--- config.mk ---
export PLATFORM = sky130hd
export DESIGN_NAME = lsb_stego_payload_extractor
export DESIGN_NICKNAME = d
export VERILOG_FILES = /design/src/lse_pkg.sv /design/src/lse_cfg_regs.sv /design/src/lse_decoder.sv /design/src/lse_out_buf.sv /design/src/lsb_stego_payload_extractor.sv
export VERILOG_INCLUDE_DIRS = /design/src /design/src/src
export SDC_FILE = /design/constraint.sdc
export NUM_CORES = 1
export LEC_CHECK = 0
export ABC_CLOCK_PERIOD_IN_PS = 5900
export BUFFER_PORTS_ARGS = -buffer_cell sky130_fd_sc_hd__buf_2
export CAP_MARGIN = 25
export CORE_MARGIN = 8
export CORE_UTILIZATION = 40
export DETAILED_ROUTE_END_ITERATION = 10
export PLACE_DENSITY = 0.57
export SKIP_CTS_REPAIR_TIMING = 1
export SYNTH_ARGS = -nofsm -noshare
export SYNTH_HDL_FRONTEND = slang
export SYNTH_SLANG_ARGS = --single-unit
--- constraint.sdc ---
create_clock -name clk -period 5.9 [get_ports clk]
set_clock_uncertainty 0.1 [all_clocks]
set_input_delay 0.885 -clock clk [delete_from_list [all_inputs] [get_ports clk]]
set_output_delay 0.885 -clock clk [all_outputs]
set_load 0.005 [all_outputs]
--- src/assert_macros.svh ---
// ----------------------------------------------------------------------------
// assert_macros.svh
// Concurrent assertion helpers, clocked on a rising edge and disabled in reset.
// ----------------------------------------------------------------------------
`ifndef ASSERT_MACROS_SVH
`define ASSERT_MACROS_SVH

`ifndef NO_ASSERTIONS

// Check that the antecedent implies the consequent in the same cycle.
`define ASSERT_IMPLY(label, clk, rst_n, ante, cons) \
    label: assert property (@(posedge clk) disable iff (!rst_n) (ante) |-> (cons)) \
        else $error("assertion failed: same-cycle implication");

// Check that the antecedent implies the consequent in the next cycle.
`define ASSERT_NEXT(label, clk, rst_n, ante, cons) \
    label: assert property (@(posedge clk) disable iff (!rst_n) (ante) |=> (cons)) \
        else $error("assertion failed: next-cycle implication");

`else

`define ASSERT_IMPLY(label, clk, rst_n, ante, cons)
`define ASSERT_NEXT(label, clk, rst_n, ante, cons)

`endif

`endif

--- src/lse_pkg.sv ---
// ----------------------------------------------------------------------------
// lse_pkg
// Shared types and constants of the LSB payload extractor.
// ----------------------------------------------------------------------------
package lse_pkg;

    localparam int DEF_EXT_LEN_BITS = 32;
    localparam int DEF_SIZE_BITS    = 32;

    localparam int PASS_W     = 64;
    localparam int PASS_LEN_W = 4;
    localparam int CFG_DATA_W = 64;
    localparam int CFG_ADDR_W = 4;

    typedef enum logic
    {
        REG_PASS_CHARS = 1'b0,
        REG_PASS_LEN   = 1'b1
    } reg_idx_t;

    typedef enum logic [1:0]
    {
        KIND_EXT_CHAR = 2'd0,
        KIND_PAYLOAD  = 2'd1,
        KIND_MISMATCH = 2'd2,
        KIND_EMPTY    = 2'd3
    } kind_t;

    typedef struct packed
    {
        kind_t      kind;
        logic [7:0] out_byte;
        logic       last;
    } result_t;

    typedef struct packed
    {
        logic main_valid;
        logic skid_valid;
    } buf_status_t;

endpackage

--- src/lse_cfg_regs.sv ---
// ----------------------------------------------------------------------------
// lse_cfg_regs
// APB register file holding the passcode characters and passcode length.
// ----------------------------------------------------------------------------
module lse_cfg_regs
(
    input  logic                              clk,
    input  logic                              rst_n,
    input  logic                              psel,
    input  logic                              penable,
    input  logic                              pwrite,
    input  logic [lse_pkg::CFG_ADDR_W-1:0]    paddr,
    input  logic [lse_pkg::CFG_DATA_W-1:0]    pwdata,
    output logic [lse_pkg::CFG_DATA_W-1:0]    prdata,
    output logic                              pready,
    output logic [lse_pkg::PASS_W-1:0]        passcode_chars,
    output logic [lse_pkg::PASS_LEN_W-1:0]    passcode_len
);
    import lse_pkg::*;

    logic [PASS_W-1:0]     pass_chars_reg;
    logic [PASS_LEN_W-1:0] pass_len_reg;
    logic                  wr_en;
    reg_idx_t              idx;

    assign idx    = reg_idx_t'(paddr[3]);
    assign wr_en  = psel && penable && pwrite;
    assign pready = 1'b1;

    always_ff @(posedge clk or negedge rst_n)
    begin
        if (!rst_n)
        begin
            pass_chars_reg <= '0;
            pass_len_reg   <= '0;
        end
        else if (wr_en)
        begin
            if (idx == REG_PASS_CHARS)
            begin
                pass_chars_reg <= pwdata[PASS_W-1:0];
            end
            else
            begin
                pass_len_reg <= pwdata[PASS_LEN_W-1:0];
            end
        end
    end

    always_comb
    begin
        case (idx)
            REG_PASS_CHARS: prdata = pass_chars_reg;
            REG_PASS_LEN:   prdata = {{(CFG_DATA_W-PASS_LEN_W){1'b0}}, pass_len_reg};
            default:        prdata = '0;
        endcase
    end

    assign passcode_chars = pass_chars_reg;
    assign passcode_len   = pass_len_reg;

endmodule

--- src/lse_decoder.sv ---
// ----------------------------------------------------------------------------
// lse_decoder
// Header parse, LSB gathering and frame sequencing; one byte per cycle while accept is high.
// ----------------------------------------------------------------------------
module lse_decoder
#(
    parameter int EXT_LEN_BITS = lse_pkg::DEF_EXT_LEN_BITS,
    parameter int SIZE_BITS    = lse_pkg::DEF_SIZE_BITS
)
(
    input  logic                            clk,
    input  logic                            rst_n,
    input  logic                            accept,
    input  logic                            start_req,
    input  logic [7:0]                      image_byte,
    input  logic [lse_pkg::PASS_W-1:0]      passcode_chars,
    input  logic [lse_pkg::PASS_LEN_W-1:0]  passcode_len,
    output logic                            push,
    output lse_pkg::result_t                push_data
);
    import lse_pkg::*;

    localparam int SHIFT_W = (EXT_LEN_BITS > SIZE_BITS) ? EXT_LEN_BITS : SIZE_BITS;
    localparam int BC_W    = $clog2(SHIFT_W);
    localparam int NEED_W  = BC_W + 1;
    localparam int CHAR_W  = 8;
    localparam int MAX_PASS = 8;
    localparam logic [7:0]  MARK_CHAR = 8'h2A;
    localparam logic [31:0] HDR_END   = 32'd14;
    localparam logic [31:0] OFS_FIRST = 32'd10;
    localparam logic [31:0] OFS_LAST  = 32'd13;

    typedef enum logic [2:0]
    {
        PH_HEADER,
        PH_PASS,
        PH_MARKER,
        PH_EXTLEN,
        PH_EXTCHR,
        PH_SIZE,
        PH_DATA,
        PH_IDLE
    } phase_t;

    phase_t              phase_reg, phase_next;
    logic [31:0]         pos_reg, pos_next;
    logic [31:0]         ofs_reg, ofs_next;
    logic [BC_W-1:0]     bc_reg, bc_next;
    logic [SHIFT_W-1:0]  sh_reg, sh_next;
    logic [3:0]          ci_reg, ci_next;
    logic [SHIFT_W-1:0]  rc_reg, rc_next;
    logic [3:0]          pass_limit;

    assign pass_limit = (passcode_len > PASS_LEN_W'(MAX_PASS))
                        ? PASS_LEN_W'(MAX_PASS) : passcode_len;

    always_comb
    begin
        logic               go;
        logic [SHIFT_W-1:0] sh_new;
        logic [NEED_W-1:0]  needed;
        logic [7:0]         ch;
        logic [7:0]         pass_ch;

        phase_next = start_req ? PH_HEADER : phase_reg;
        pos_next   = start_req ? '0 : pos_reg;
        ofs_next   = start_req ? '0 : ofs_reg;
        bc_next    = start_req ? '0 : bc_reg;
        sh_next    = start_req ? '0 : sh_reg;
        ci_next    = start_req ? '0 : ci_reg;
        rc_next    = start_req ? '0 : rc_reg;
        push       = 1'b0;
        push_data  = '{kind: KIND_EXT_CHAR, out_byte: 8'h00, last: 1'b0};
        go         = 1'b0;
        sh_new     = '0;
        needed     = NEED_W'(CHAR_W);
        ch         = 8'h00;
        pass_ch    = 8'h00;

        if (phase_next != PH_IDLE)
        begin
            go = 1'b1;
            if (phase_next == PH_HEADER)
            begin
                if (pos_next >= HDR_END && pos_next >= ofs_next)
                begin
                    phase_next = (pass_limit == '0) ? PH_MARKER : PH_PASS;
                    ci_next    = '0;
                    bc_next    = '0;
                    sh_next    = '0;
                end
                else
                begin
                    go = 1'b0;
                    if (pos_next inside {[OFS_FIRST:OFS_LAST]})
                    begin
                        case (pos_next[1:0])
                            2'b10:   ofs_next[7:0]   = ofs_next[7:0]   | image_byte;
                            2'b11:   ofs_next[15:8]  = ofs_next[15:8]  | image_byte;
                            2'b00:   ofs_next[23:16] = ofs_next[23:16] | image_byte;
                            default: ofs_next[31:24] = ofs_next[31:24] | image_byte;
                        endcase
                    end
                    if (pos_next != '1)
                    begin
                        pos_next = pos_next + 32'd1;
                    end
                end
            end

            if (go)
            begin
                sh_new = {sh_next[SHIFT_W-2:0], image_byte[0]};
                ch     = sh_new[7:0];
                case (phase_next)
                    PH_EXTLEN: needed = NEED_W'(EXT_LEN_BITS);
                    PH_SIZE:   needed = NEED_W'(SIZE_BITS);
                    default:   needed = NEED_W'(CHAR_W);
                endcase

                if ({1'b0, bc_next} + NEED_W'(1) < needed)
                begin
                    bc_next = bc_next + BC_W'(1);
                    sh_next = sh_new;
                end
                else
                begin
                    bc_next = '0;
                    sh_next = '0;
                    case (phase_next)
                        PH_PASS:
                        begin
                            pass_ch = passcode_chars[8*ci_next[2:0] +: 8];
                            if (ch != pass_ch)
                            begin
                                phase_next = PH_IDLE;
                                push       = 1'b1;
                                push_data  = '{kind: KIND_MISMATCH, out_byte: 8'h00,
                                               last: 1'b1};
                            end
                            else
                            begin
                                ci_next = ci_next + 4'd1;
                                if (ci_next >= pass_limit)
                                begin
                                    phase_next = PH_MARKER;
                                end
                            end
                        end
                        PH_MARKER:
                        begin
                            if (ch != MARK_CHAR)
                            begin
                                phase_next = PH_IDLE;
                                push       = 1'b1;
                                push_data  = '{kind: KIND_MISMATCH, out_byte: 8'h00,
                                               last: 1'b1};
                            end
                            else
                            begin
                                phase_next = PH_EXTLEN;
                            end
                        end
                        PH_EXTLEN:
                        begin
                            rc_next    = sh_new;
                            phase_next = (sh_new == '0) ? PH_SIZE : PH_EXTCHR;
                        end
                        PH_EXTCHR:
                        begin
                            rc_next = rc_next - SHIFT_W'(1);
                            if (rc_next == '0)
                            begin
                                phase_next = PH_SIZE;
                            end
                            push      = 1'b1;
                            push_data = '{kind: KIND_EXT_CHAR, out_byte: ch, last: 1'b0};
                        end
                        PH_SIZE:
                        begin
                            rc_next = sh_new;
                            if (sh_new == '0)
                            begin
                                phase_next = PH_IDLE;
                                push       = 1'b1;
                                push_data  = '{kind: KIND_EMPTY, out_byte: 8'h00,
                                               last: 1'b1};
                            end
                            else
                            begin
                                phase_next = PH_DATA;
                            end
                        end
                        PH_DATA:
                        begin
                            rc_next   = rc_next - SHIFT_W'(1);
                            push      = 1'b1;
                            push_data = '{kind: KIND_PAYLOAD, out_byte: ch,
                                          last: (rc_next == '0)};
                            if (rc_next == '0)
                            begin
                                phase_next = PH_IDLE;
                            end
                        end
                        default:
                        begin
                            phase_next = PH_IDLE;
                        end
                    endcase
                end
            end
        end

        push = push && accept;
    end

    always_ff @(posedge clk or negedge rst_n)
    begin
        if (!rst_n)
        begin
            phase_reg <= PH_HEADER;
            pos_reg   <= '0;
            ofs_reg   <= '0;
            bc_reg    <= '0;
            sh_reg    <= '0;
            ci_reg    <= '0;
            rc_reg    <= '0;
        end
        else if (accept)
        begin
            phase_reg <= phase_next;
            pos_reg   <= pos_next;
            ofs_reg   <= ofs_next;
            bc_reg    <= bc_next;
            sh_reg    <= sh_next;
            ci_reg    <= ci_next;
            rc_reg    <= rc_next;
        end
    end

endmodule

--- src/lse_out_buf.sv ---
// ----------------------------------------------------------------------------
// lse_out_buf
// Result register with one skid entry between decoder and result channel.
// ----------------------------------------------------------------------------
module lse_out_buf
(
    input  logic                  clk,
    input  logic                  rst_n,
    input  logic                  push,
    input  lse_pkg::result_t      push_data,
    output logic                  full,
    output logic                  res_valid,
    input  logic                  res_stall,
    output lse_pkg::result_t      res_data,
    output lse_pkg::buf_status_t  status
);
    import lse_pkg::*;

    logic    main_valid_reg;
    logic    skid_valid_reg;
    result_t main_reg;
    result_t skid_reg;
    logic    pop;

    assign pop = main_valid_reg && !res_stall;

    always_ff @(posedge clk or negedge rst_n)
    begin
        if (!rst_n)
        begin
            main_valid_reg <= 1'b0;
            skid_valid_reg <= 1'b0;
        end
        else if (skid_valid_reg)
        begin
            if (pop)
            begin
                skid_valid_reg <= 1'b0;
            end
        end
        else if (push)
        begin
            if (main_valid_reg && !pop)
            begin
                skid_valid_reg <= 1'b1;
            end
            main_valid_reg <= 1'b1;
        end
        else if (pop)
        begin
            main_valid_reg <= 1'b0;
        end
    end

    always_ff @(posedge clk)
    begin
        if (skid_valid_reg)
        begin
            if (pop)
            begin
                main_reg <= skid_reg;
            end
        end
        else if (push)
        begin
            if (!main_valid_reg || pop)
            begin
                main_reg <= push_data;
            end
            else
            begin
                skid_reg <= push_data;
            end
        end
    end

    assign full      = skid_valid_reg;
    assign res_valid = main_valid_reg;
    assign res_data  = main_reg;
    assign status    = '{main_valid: main_valid_reg, skid_valid: skid_valid_reg};

endmodule

--- src/lsb_stego_payload_extractor.sv ---
// ----------------------------------------------------------------------------
// lsb_stego_payload_extractor
// Recovers a hidden extension and payload from the LSBs of a BMP byte stream.
// ----------------------------------------------------------------------------
// Input channel (in_valid/in_stall) carries one file byte per request, with
// start_req high on the first byte of a file. Bytes 10 to 13 give the pixel
// offset; LSBs from that offset on form the passcode, the '*' marker, the
// extension length and characters, the payload length and payload bytes.
// Result channel (res_valid/res_stall) carries kind, out_byte and last.
// A request is taken every cycle while in_stall is low and goes through a
// single decoder register stage; a byte that completes an output character, a
// mismatch or a zero payload length registers its result in the result register
// or, while that is held, in the skid entry, so a new request enters while a
// result waits. in_stall rises only when both result entries are held by res_stall.
// Reset puts the decoder in the header phase at byte zero and clears both
// passcode registers; bytes sent before any start are parsed as a file.
// Configuration uses APB at byte addresses 0 (passcode_chars) and 8 (passcode_len);
// the user must write them only while the block is idle; the block does not enforce it.
// ----------------------------------------------------------------------------
`include "assert_macros.svh"

module lsb_stego_payload_extractor
#(
    parameter int EXT_LEN_BITS = lse_pkg::DEF_EXT_LEN_BITS,
    parameter int SIZE_BITS    = lse_pkg::DEF_SIZE_BITS
)
(
    input  logic                            clk,
    input  logic                            rst_n,
    input  logic                            psel,
    input  logic                            penable,
    input  logic                            pwrite,
    input  logic [lse_pkg::CFG_ADDR_W-1:0]  paddr,
    input  logic [lse_pkg::CFG_DATA_W-1:0]  pwdata,
    output logic [lse_pkg::CFG_DATA_W-1:0]  prdata,
    output logic                            pready,
    input  logic                            in_valid,
    output logic                            in_stall,
    input  logic                            start_req,
    input  logic [7:0]                      image_byte,
    output logic                            res_valid,
    input  logic                            res_stall,
    output logic [1:0]                      kind,
    output logic [7:0]                      out_byte,
    output logic                            last
);
    import lse_pkg::*;

    logic [PASS_W-1:0]     passcode_chars;
    logic [PASS_LEN_W-1:0] passcode_len;
    logic                  accept;
    logic                  push;
    logic                  full;
    result_t               push_data;
    result_t               res_data;
    buf_status_t           status;

    assign in_stall = full;
    assign accept   = in_valid && !full;

    lse_cfg_regs u_cfg
    (
        .clk            (clk),
        .rst_n          (rst_n),
        .psel           (psel),
        .penable        (penable),
        .pwrite         (pwrite),
        .paddr          (paddr),
        .pwdata         (pwdata),
        .prdata         (prdata),
        .pready         (pready),
        .passcode_chars (passcode_chars),
        .passcode_len   (passcode_len)
    );

    lse_decoder
    #(
        .EXT_LEN_BITS (EXT_LEN_BITS),
        .SIZE_BITS    (SIZE_BITS)
    )
    u_dec
    (
        .clk            (clk),
        .rst_n          (rst_n),
        .accept         (accept),
        .start_req      (start_req),
        .image_byte     (image_byte),
        .passcode_chars (passcode_chars),
        .passcode_len   (passcode_len),
        .push           (push),
        .push_data      (push_data)
    );

    lse_out_buf u_obuf
    (
        .clk       (clk),
        .rst_n     (rst_n),
        .push      (push),
        .push_data (push_data),
        .full      (full),
        .res_valid (res_valid),
        .res_stall (res_stall),
        .res_data  (res_data),
        .status    (status)
    );

    assign kind     = res_data.kind;
    assign out_byte = res_data.out_byte;
    assign last     = res_data.last;

    `ASSERT_IMPLY(a_skid_needs_main, clk, rst_n, status.skid_valid, status.main_valid)
    `ASSERT_IMPLY(a_end_kinds_last, clk, rst_n, res_valid && (kind == KIND_MISMATCH || kind == KIND_EMPTY), last && out_byte == 8'h00)
    `ASSERT_NEXT(a_fill_skid, clk, rst_n, status.main_valid && res_stall && push && !status.skid_valid, status.skid_valid)
    `ASSERT_IMPLY(a_stall_cause, clk, rst_n, in_stall, $past(res_valid && res_stall))

endmodule
==> impl_metrics.ini, run 1 <==
[timing]
setup_ws_ns = 0.5512
drv_slew = 0
fmax_ghz = 0.1870
tns_ns = 0
finalHoldViolCount = 0
setup_violations = 0
relSlewSlack_pct = 35.99
period_share_pct = 90.66
min_period_ns = 5.349
rsz0062_at_grt = no
worst_pin_slew_ns = 0.9558

[placed_design]
gp_congestion = 0.8810
dp_hpwl_um = 30010
postPlaceCellArea_mm2 = 0.01541
io_buffer_count = 157
place_ws_ns = 0.02822

[job]
cap_violations = 0

[detailed_routing]
drt_wl_total_um = 42250
via_count = 12041
drt_iter0_markers = 928
wl_per_cell_um = 20.09
drc_errors = 0
viasPerCell = 5.726
dr.pass1.iters = 5
ant_nets = 0

[worst_setup_path]
max_stage_delay_ns = 0.59
crit_buf_inv = 5
critPathSlowestCell = or4_4
crit_chain = buf_2 > inv_1 > buf_12 > nand2_1 > ha_1 > nand4_1 > or4_4 > or4_4 > o221a_4 > a31o_1 > buf_4 > nor3_1 > a32oi_1 > nor2_1 > and3_1 > o22ai_2 > buf_4 > or2_1 > a311o_1
cp-start-kind = input port
reg2reg_depth = 16
critPathMaxFanout = 17
worstReg2RegEnd = u_dec.ci_reg[3]
endpoint_kind = register
cp.arrival_ns = 5.67
critical_path_required_ns = 6.22
reg2reg_from = u_dec.pos_reg[27]
critPathKind = input port to register
rrSetupSlack_ns = 0.84
path_delay_family = simple AND/OR/NAND/NOR gates
path_depth = 19

[cts]
clockRootBuffer = clkbuf_16
tritoncts = built
clk_pin_slew_ns = 0.06
worstSkewPairLatency_ns = 0.54
max-clock-path-buffers = 3
numCtsBuffers = 28
clock-sinks = 231
htreeDepth = 1

[synth]
ys_ff_latch = 231
synth_area_leaders = dfrtp_1 (38%), mux2_2 (6.7%), nand2_1 (5.4%), edfxtp_1 (4.8%), nor2b_1 (4.3%)
synth_compound_area_share_pct = 18.20
synth_edf_count = 22
yosys.area_share.adder_pct = 3.976
yosys.area_share.simple_pct = 20.98
synth-xor-area-share_pct = 3.226
synth_top_area_cell = dfrtp_1
yosysTopAreaCellShare_pct = 37.77
ys_warn_count = 0
synth_nets = 1613
synth_area_per_cell_um2 = 9.324
yosysMostFrequentCell = dfrtp_1
synthCells = 1485
synth_ff_type = dfrtp_1
yosysSeqAreaShare_pct = 42.54
synth-async-reset-ratio_pct = 90.48
yosys-top-cells-count = dfrtp_1 (209), nand2_1 (199), nor2b_1 (96)
synthMuxAreaShare_pct = 7.392
synth_area_mm2 = 0.01385
synth_cell_type_count = 85
synth_top_family_by_area = simple AND/OR/NAND/NOR gates

[die]
start_util_pct = 40.38
dieArea_mm2 = 0.04082
rows = 68
ios = 162
coreArea_mm2 = 0.03429
die_y_um = 202.1
die_x_um = 202.1

[pwr]
power.leakage_nw = 7.133
power.density_mw_per_mm2 = 254.7
vdd_drop_max_mv = 0.1995

[final_layout]
fin_area_mm2 = 0.01641
nets = 1754
drive_gt1_share_pct = 23.06
n_antenna_cell = 0
syn2layout_area_growth_pct = 18.53
utilization_pct = 47.87
largest_reg_flops = 64

[grt]
grt_usage_pct = 20.21
grt_max_degree = 115
grt_pass1_vias = 11830
grt_antenna_before_repair = 0
grt_pass1_wl_um = 67940
grt_overflow = 0

[worst_hold_path]
hp-class = input port to asynchronous set/reset pin

[status]
status = finished, final reports clean
kinds of logic after synthesis:
kind of cell             count (synthesis)
XOR/XNOR                                51
AND/OR/NAND/NOR                        579
flip-flops                             231
multiplexers                            92
buffers and inverters                  129
adder cells (fa/ha/maj)                 44
other                                    1
AO/OA/AOI/OAI                          358
layout make-up:
type / instances / area [um2]
clock inverter: 16 / 211.5
clock buffer: 36 / 792.0
inverter: 35 / 131.4
sequential: 231 / 5891
timing repair buffer: 205 / 1244
tap: 455 / 569.3
fill: 3254 / 17880
multi-input combinational: 1125 / 7574
stage by stage:
stage                     std cells  hold slack, ns  power, mW
after floorplan                1485          0.3653      2.110
after CTS                      2103          0.2950      4.225
after global placement         2051          0.3825      2.337
after global routing           2103          0.3121      4.352
after detailed placement       2051          0.3909      2.345
final                          2103          0.2625      4.181
worst reg2reg max path, stage by stage (launching register included):
cell     delay (ns)
dfrtp_1        0.42
nor2b_1        0.33
ha_1           0.24
nand4_1        0.14
or4_4          0.56
or4_4          0.47
o221a_4        0.28
a31o_1         0.35
buf_4          0.22
nor3_1         0.37
a32oi_1        0.19
nor2_1         0.15
and3_1         0.18
o22ai_2        0.12
buf_4          0.19
or2_1          0.28
a311o_1        0.37
where the power goes:
group          switching (mW)  total, mW  internal [mW]
logic                   0.271      0.523          0.251
clock network           0.701       1.86           1.16
registers              0.0872       1.80           1.71
how the worst max path moves through the flow:
stage                     startpoint                  to
after floorplan            start_req  u_obuf.res_data[1]
after global placement     start_req     u_dec.ci_reg[3]
after detailed placement   start_req     u_dec.ci_reg[3]
after CTS                  start_req     u_dec.ci_reg[3]
after global routing       start_req  u_dec.phase_reg[1]
final                      start_req     u_dec.ci_reg[3]
routing by layer:
metal / vias up / GRT usage [%] / share of wire [%]
met5: - / 0 / 0
met2: 319 / 31.45 / 46
li1: 5688 / - / -
met4: 0 / 5.061 / 2.1
met3: 58 / 2.578 / 5.0
met1: 5976 / 29.33 / 47
layout by cell type, fill, tap and decap left out, types with 6 or more instances in the layout:
| master | Yosys | final |
|---|---|---|
| a21o_1 | 7 | 7 |
| a21oi_1 | 71 | 70 |
| a22o_1 | 60 | 60 |
| a22oi_1 | 32 | 32 |
| a31oi_1 | 8 | 8 |
| a32oi_1 | 7 | 7 |
| and2_1 | 12 | 12 |
| and3_1 | 24 | 23 |
| and4_1 | 6 | 6 |
| buf_12 | 0 | 7 |
| buf_2 | 4 | 156 |
| buf_4 | 2 | 41 |
| clkbuf_16 | 0 | 29 |
| dfrtp_1 | 209 | 209 |
| edfxtp_1 | 22 | 22 |
| ha_1 | 44 | 43 |
| inv_1 | 34 | 33 |
| mux2_2 | 82 | 81 |
| mux2i_1 | 10 | 10 |
| nand2_1 | 199 | 195 |
| nand2b_1 | 7 | 6 |
| nand3_1 | 42 | 42 |
| nand4_1 | 16 | 16 |
| nor2_1 | 83 | 80 |
| nor2b_1 | 96 | 94 |
| nor3_1 | 34 | 33 |
| nor4_1 | 29 | 29 |
| o21a_1 | 6 | 6 |
| o21ai_0 | 80 | 66 |
| o21ai_1 | 9 | 18 |
| o221ai_1 | 13 | 12 |
| or3_1 | 7 | 7 |
| xnor2_1 | 21 | 21 |
| xor2_1 | 30 | 30 |
Power figures use the tool's default switching activity.
==> run 2, diff against run 1 <==
SYNTH_HIERARCHICAL = 1   (was default)
==> run 2 against run 1 <==
Critical path depth grew 1. Clock power shrank 9%. Sequential cell count is the same. Synthesized area grew 4.4%. First-iteration DRC count shrank 20%. Critical path type unchanged.
==> impl_metrics.ini, run 2 <==
[cts]
clockRootBuffer = clkbuf_16
numCtsBuffers = 28
clock-sinks = 231
htreeDepth = 1
worstSkewPairLatency_ns = 0.58
clk_pin_slew_ns = 0.05
tritoncts = built
max-clock-path-buffers = 3

[status]
status = finished, final reports clean

[detailed_routing]
ant_nets = 0
drc_errors = 0
via_count = 12167
wl_per_cell_um = 20.39
dr.pass1.iters = 5
drt_wl_total_um = 43450
drt_iter0_markers = 742
viasPerCell = 5.710

[synth]
synth_nets = 1650
synth_area_mm2 = 0.01445
synth_area_per_cell_um2 = 9.496
ys_warn_count = 6
synthCells = 1522

[die]
die_y_um = 206.1
dieArea_mm2 = 0.04247
start_util_pct = 40.63
ios = 162
die_x_um = 206.1
coreArea_mm2 = 0.03557
rows = 69

[placed_design]
postPlaceCellArea_mm2 = 0.01574
dp_hpwl_um = 30690
place_ws_ns = -0.02159
io_buffer_count = 157
gp_congestion = 0.8541

[grt]
grt_overflow = 0
grt_antenna_before_repair = 1
grt_pass1_wl_um = 69680
grt_pass1_vias = 12118
grt_usage_pct = 20.36
grt_max_degree = 112

[pwr]
power.leakage_nw = 7.380
vdd_drop_max_mv = 0.2505
finalPower_mw = 4.300
power.density_mw_per_mm2 = 258.2

[worst_setup_path]
reg2reg_depth = 18
cp.arrival_ns = 5.44
reg2reg_from = u_dec/pos_reg[24]
crit_start = start_req
critPathKind = input port to register
worstReg2RegEnd = u_obuf/res_data[3]
cp-start-kind = input port
rrSetupSlack_ns = 0.86
endpoint_kind = register
critical_path_required_ns = 6.00
critPathMaxFanout = 22

[timing]
setup_violations = 0
tns_ns = 0
min_period_ns = 5.345
drv_slew = 0
finalHoldViolCount = 0
relSlewSlack_pct = 37.99
rsz0062_at_grt = no
worst_pin_slew_ns = 0.9231
fmax_ghz = 0.1871
period_share_pct = 90.59
setup_ws_ns = 0.5549

[final_layout]
syn2layout_area_growth_pct = 15.22
n_antenna_cell = 0
fillers = 3428
nets = 1777
drive_gt1_share_pct = 22.34
fin_area_mm2 = 0.01665
final_common_cell = dfrtp_1
largest_reg_flops = 64
final_cell_mix = dfrtp_1 (209), nand2_1 (207), buf_2 (155), nor2b_1 (103), o21ai_0 (100)

[worst_hold_path]
hp-class = input port to asynchronous set/reset pin

[job]
cap_violations = 0
run 2: how the worst max path moves through the flow:
| stage | end | cells past startpoint |
|---|---|---|
| after floorplan | u_obuf/res_data[1] | 27 |
| after global placement | u_obuf/res_data[3] | 20 |
| after detailed placement | u_obuf/res_data[3] | 20 |
| after CTS | u_obuf/res_data[3] | 20 |
| after global routing | u_obuf/res_data[0] | 20 |
| final | u_obuf/res_data[3] | 20 |
run 2: layout make-up:
type | count | area, um2 | share of cell area (%)
multi-input combinational | 1163 | 7984 | 47.95
sequential | 231 | 5891 | 35.37
timing repair buffer | 204 | 1212 | 7.281
clock buffer | 43 | 827.0 | 4.967
tap | 461 | 576.8 | 3.464
clock inverter | 8 | 82.58 | 0.4959
inverter | 21 | 78.83 | 0.4734
run 2: report_power, final:
| group | leakage (nW) | internal [mW] | switching [mW] | total (mW) |
|---|---|---|---|---|
| registers | 2.97 | 1.72 | 0.143 | 1.87 |
| logic | 3.96 | 0.366 | 0.364 | 0.730 |
| clock network | 0.446 | 1.01 | 0.697 | 1.70 |
run 2: stage by stage:
step / instances / hold slack, ns / util [%]
5_1_grt: 2131 / 0.4131 / 46.82
4_1_cts: 2131 / 0.3597 / 46.82
3_3_place_gp: 2079 / 0.3869 / 44.20
3_5_place_dp: 2080 / 0.3881 / 44.26
6_report: 2131 / 0.3411 / 46.82
2_1_floorplan: 1522 / 0.3653 / -
run 2: worst max-delay path, stage by stage:
cell       delay (ns)
buf_4            0.13
inv_2            0.30
buf_4            0.25
nand2_1          0.07
ha_1             0.31
nand4_1          0.20
nor4b_2          0.31
o2111ai_1        0.20
o311a_1          0.25
buf_4            0.20
a21oi_4          0.13
inv_2            0.07
a221oi_1         0.40
a211oi_2         0.08
nor2_1           0.36
nor4_2           0.15
o211ai_1         0.34
o21a_1           0.23
nand2b_1         0.18
a21boi_4         0.37
run 2: layer usage:
| metal | vias to the layer above | GRT usage, % | wire, um |
|---|---|---|---|
| li1 | 5777 | - | - |
| met1 | 5959 | 29.18 | 20360 |
| met2 | 367 | 31.86 | 19650 |
| met3 | 62 | 3.182 | 2515 |
| met4 | 2 | 4.867 | 912 |
| met5 | - | 0 | 13 |
